===== src/sa_pkg.sv =====
// sa_pkg: shared constants and types for the stable argsort unit.
// No dependencies; imported by every module of the block.
`timescale 1ns / 1ps

package sa_pkg;

    localparam int CAPACITY    = 64;
    localparam int KEY_BITS    = 32;
    localparam int IN_KEY_W    = 32;
    localparam int POS_W       = 6;
    // Only the low KEY_BITS of the key take part; the port carries 32.
    localparam int SKEY_W      = (KEY_BITS < IN_KEY_W) ? KEY_BITS : IN_KEY_W;
    localparam int CNT_W       = $clog2(CAPACITY + 1);

    typedef struct packed {
        logic [IN_KEY_W-1:0] key;
        logic                final_item;
    } in_data_t;

    typedef struct packed {
        logic [POS_W-1:0] position;
        logic             final_result;
        logic             overflow;
    } out_data_t;

    // One stored element of the insertion chain.
    typedef struct packed {
        logic              valid;
        logic [SKEY_W-1:0] key;
        logic [POS_W-1:0]  pos;
    } entry_t;

    // Broadcast from the controller to every cell.
    typedef struct packed {
        logic              ins;
        logic              shift;
        logic [SKEY_W-1:0] key;
        logic [POS_W-1:0]  pos;
    } cell_ctrl_t;

endpackage


===== src/sa_cell.sv =====
// sa_cell: one slot of the sorted insertion chain.
// Depends on sa_pkg.
`timescale 1ns / 1ps

module sa_cell (
    input  logic               aclk,
    input  logic               aresetn,
    input  sa_pkg::entry_t     prev_i,
    input  sa_pkg::entry_t     next_i,
    input  logic               prev_gt_i,
    input  sa_pkg::cell_ctrl_t ctrl_i,
    output sa_pkg::entry_t     entry_o,
    output logic               gt_o
);
    import sa_pkg::*;

    entry_t entry_reg;
    entry_t entry_next;
    entry_t new_entry;

    // Empty slots count as larger than any key.
    assign gt_o = !entry_reg.valid || (entry_reg.key > ctrl_i.key);

    always_comb begin
        new_entry.valid = 1'b1;
        new_entry.key   = ctrl_i.key;
        new_entry.pos   = ctrl_i.pos;
        entry_next      = entry_reg;
        priority if (ctrl_i.ins) begin
            if (prev_gt_i) begin
                entry_next = prev_i;      // make room: take left neighbor
            end else if (gt_o) begin
                entry_next = new_entry;   // first slot greater than the key
            end
        end else if (ctrl_i.shift) begin
            entry_next = next_i;          // drain toward slot 0
        end
    end

    always_ff @(posedge aclk) begin
        if (!aresetn) begin
            entry_reg.valid <= 1'b0;
        end else begin
            entry_reg <= entry_next;
        end
    end

    assign entry_o = entry_reg;

endmodule


===== config.mk =====
export PLATFORM = sky130hd
export DESIGN_NAME = sa_cell
export DESIGN_NICKNAME = d
export VERILOG_FILES = /design/src/sa_pkg.sv /design/src/sa_cell.sv
export SDC_FILE = /design/constraint.sdc
export NUM_CORES = 1
export LEC_CHECK = 0
export BUFFER_PORTS_ARGS = -buffer_cell sky130_fd_sc_hd__buf_4
export CORE_ASPECT_RATIO = 0.9
export CORE_MARGIN = 2
export CORE_UTILIZATION = 45
export DETAILED_ROUTE_END_ITERATION = 10
export PLACE_DENSITY = 0.82
export SYNTH_ARGS = -nofsm -noshare
export SYNTH_HDL_FRONTEND = slang
export SYNTH_SLANG_ARGS = --single-unit

===== constraint.sdc =====
create_clock -name aclk -period 4.28 [get_ports aclk]
set_input_delay 0.428 -clock aclk [delete_from_list [all_inputs] [get_ports aclk]]
set_output_delay 0.428 -clock aclk [all_outputs]
set_load 0.1 [all_outputs]

==> metrics <==
Die W 87.4 um; initial antenna violation count 0; mean number of vias per cell 5.14; nets@finish 597; clk root buf clkbuf_8; # diodes 0; final core utilization 0.683; # IOs 161; Gate Count Post-Synth 290; Post-CTS Repair Setup Buffers 0; Worst Reg-to-Reg Cells 7; r2r startpoint entry_o[37]; cts bufs inserted 5; commonest non-fill, non-tap cell in the layout buf_4; CP max FO 24; Max-slew headroom 0.371; Max-cap violations 0; Seq/Total Area, Yosys 0.413; Core Box Area 6080 um2; Worst-path clk slew 0.07 ns; Slew Limit Fails 0; # DRC 0; Max Root-Sink Buffers 2; RSZ-0062 raised after global routing no; TNS Setup 0 ns; power share of the combinational group 0.419; worst hold path type in2reg; Pwr per Cell Area 295 nW/um2; Worst Max-Slew Pin Slew 0.940 ns; later-pin clock latency in the skew report 0.29 ns; Max Fclk 0.306 GHz; Congestion Overflow GR 0; routing usage on met3 0.0634; setup violators final 0; share of cells above drive strength 1 0.398; switching part of the total power 0.394; multi-input logic area 1490 um2; synthesized area 2810 um2; crit start category register; hold_buf cts 0; fill count 509; P_leak 0.00205 uW; GR Util met2 0.386; status completed; Routed WL per cell 14.0 um; largest net degree at the start of global routing 81; Total Wirelength 7230 um; hold slack 0.397 ns; register area 1160 um2; PortBufs 160; post-cts sizing count 0; CTS tree yes; max reg flops 39; Net Count, Synth 443; CP endpoint kind register; row count 27; most frequent cells in the layout buf_4 (161), a21oi_1 (52), nor2_1 (39); DRT antenna net count 0; Yosys reg bits 39; CTS sink count 39; hold path cells 2; Clock Power Share 0.196; RePlAce Congestion 0.834; critical path required time 4.26 ns; initial cell density of the core 0.463; Peak VDD IR 0.145 mV; die height 79.0 um; Area Growth Syn to Fin 47.7%; grt met1 use 0.232; vias in the first global route 2682; grt peak-use layer met2; P_sw 484 uW; Worst Setup EP entry_o[12]; Total GRT Usage 0.211; post-synthesis cell type count 30; htree depth 2; Internal 743 uW; DRT Pass-1 Iters 4; DR vias 2659; global-route wire length before repair 11600 um; fin crit share 0.765; CP Class reg2reg; reg2reg end entry_o[12]; crit path time final 3.27 ns; Sequential Power Share 0.385; Worst Setup SP entry_o[37]; full die area 6900 um2; drt first-iter violations 55; Yosys Warn Count 0; Worst R2R Setup Slack 1.01 ns; syn avg cell area 9.70 um2; Worst Skew 0.00937 ns; critical path arrival 3.26 ns; HPWL after detailed placement 5910 um; final hold vios 0
[per-stage QoR]
step                      total power [uW]  instances  instance area, um2  setup WS (ns)
after floorplan                        827        290                2810          0.474
after global placement                 987        509                4070          0.916
after detailed placement               998        509                4070          0.817
after CTS                             1240        517                4160          0.943
after global routing                  1290        517                4160          0.757
final                                 1230        517                4160           1.01
[cell type report]
class	instances	share of cell area
sequential	39	0.279
tap	72	0.0217
inverter	33	0.0298
multi-input combinational	204	0.358
clock inverter	3	0.00361
timing repair buffer	161	0.291
clock buffer	5	0.0166
[cells by family (layout without fill, tap and decap cells)]
group           after synthesis  after routing  share of synthesized area
compound gates               69             69                      0.139
simple gates                 64             64                      0.104
buf+inv                      47            202                     0.0627
mux                          39             39                      0.139
flops                        39             39                      0.413
fa+ha+maj                    32             32                      0.142
[critical path, cell delays in order (launching register included)]
cell and delay (ns):
edfxtp_1 0.40, ha_1 0.36, nand4_2 0.16, or4_4 0.55
o21ai_0 0.16, o41ai_1 0.14, a41oi_4 0.82, buf_4 0.37
[power groups by stage]
stage / clock (uW) / sequential (uW) / combinational (uW)
2_1_floorplan: 0 / 679 / 148
5_1_grt: 265 / 476 / 551
3_3_place_gp: 0 / 480 / 507
3_5_place_dp: 0 / 482 / 516
6_report: 240 / 473 / 514
4_1_cts: 248 / 473 / 517
[worst min path at each step]
stage	to	startpoint
global placement	entry_o[38]	aresetn
detailed placement	entry_o[38]	aresetn
CTS	entry_o[38]	aresetn
floorplan	entry_o[38]	aresetn
finish	entry_o[38]	aresetn
global route	entry_o[38]	aresetn
[synth_stat cells, drive strengths merged]
library cell	number	area share
nor2b	1	0.0022
o221a	1	0.0040
a211oi	1	0.0027
a21oi	52	0.092
nand2	10	0.013
nor4	1	0.0022
edfxtp	38	0.41
o21a	3	0.0080
mux2i	38	0.14
o21ai	6	0.012
mux2	1	0.0040
dfxtp	1	0.0071
a41oi	1	0.0058
nor2	39	0.052
o22ai	1	0.0022
ha	32	0.14
buf	4	0.0053
o211ai	1	0.0027
nor3	1	0.0018
clkbuf	10	0.013
nand4	8	0.020
or4	2	0.0080
or2	1	0.0022
inv	33	0.044
a22o	1	0.0031
o41ai	1	0.0031
nand2b	1	0.0022
o221ai	1	0.0031
[per-layer routing]
layer / share of wire / up-vias
met1: 0.40 / 1196
met4: 0.015 / 0
met2: 0.51 / 98
met3: 0.082 / 11
met5: 0 / -
li1: - / 1354
No activity file was read; power rests on OpenSTA's default activity.
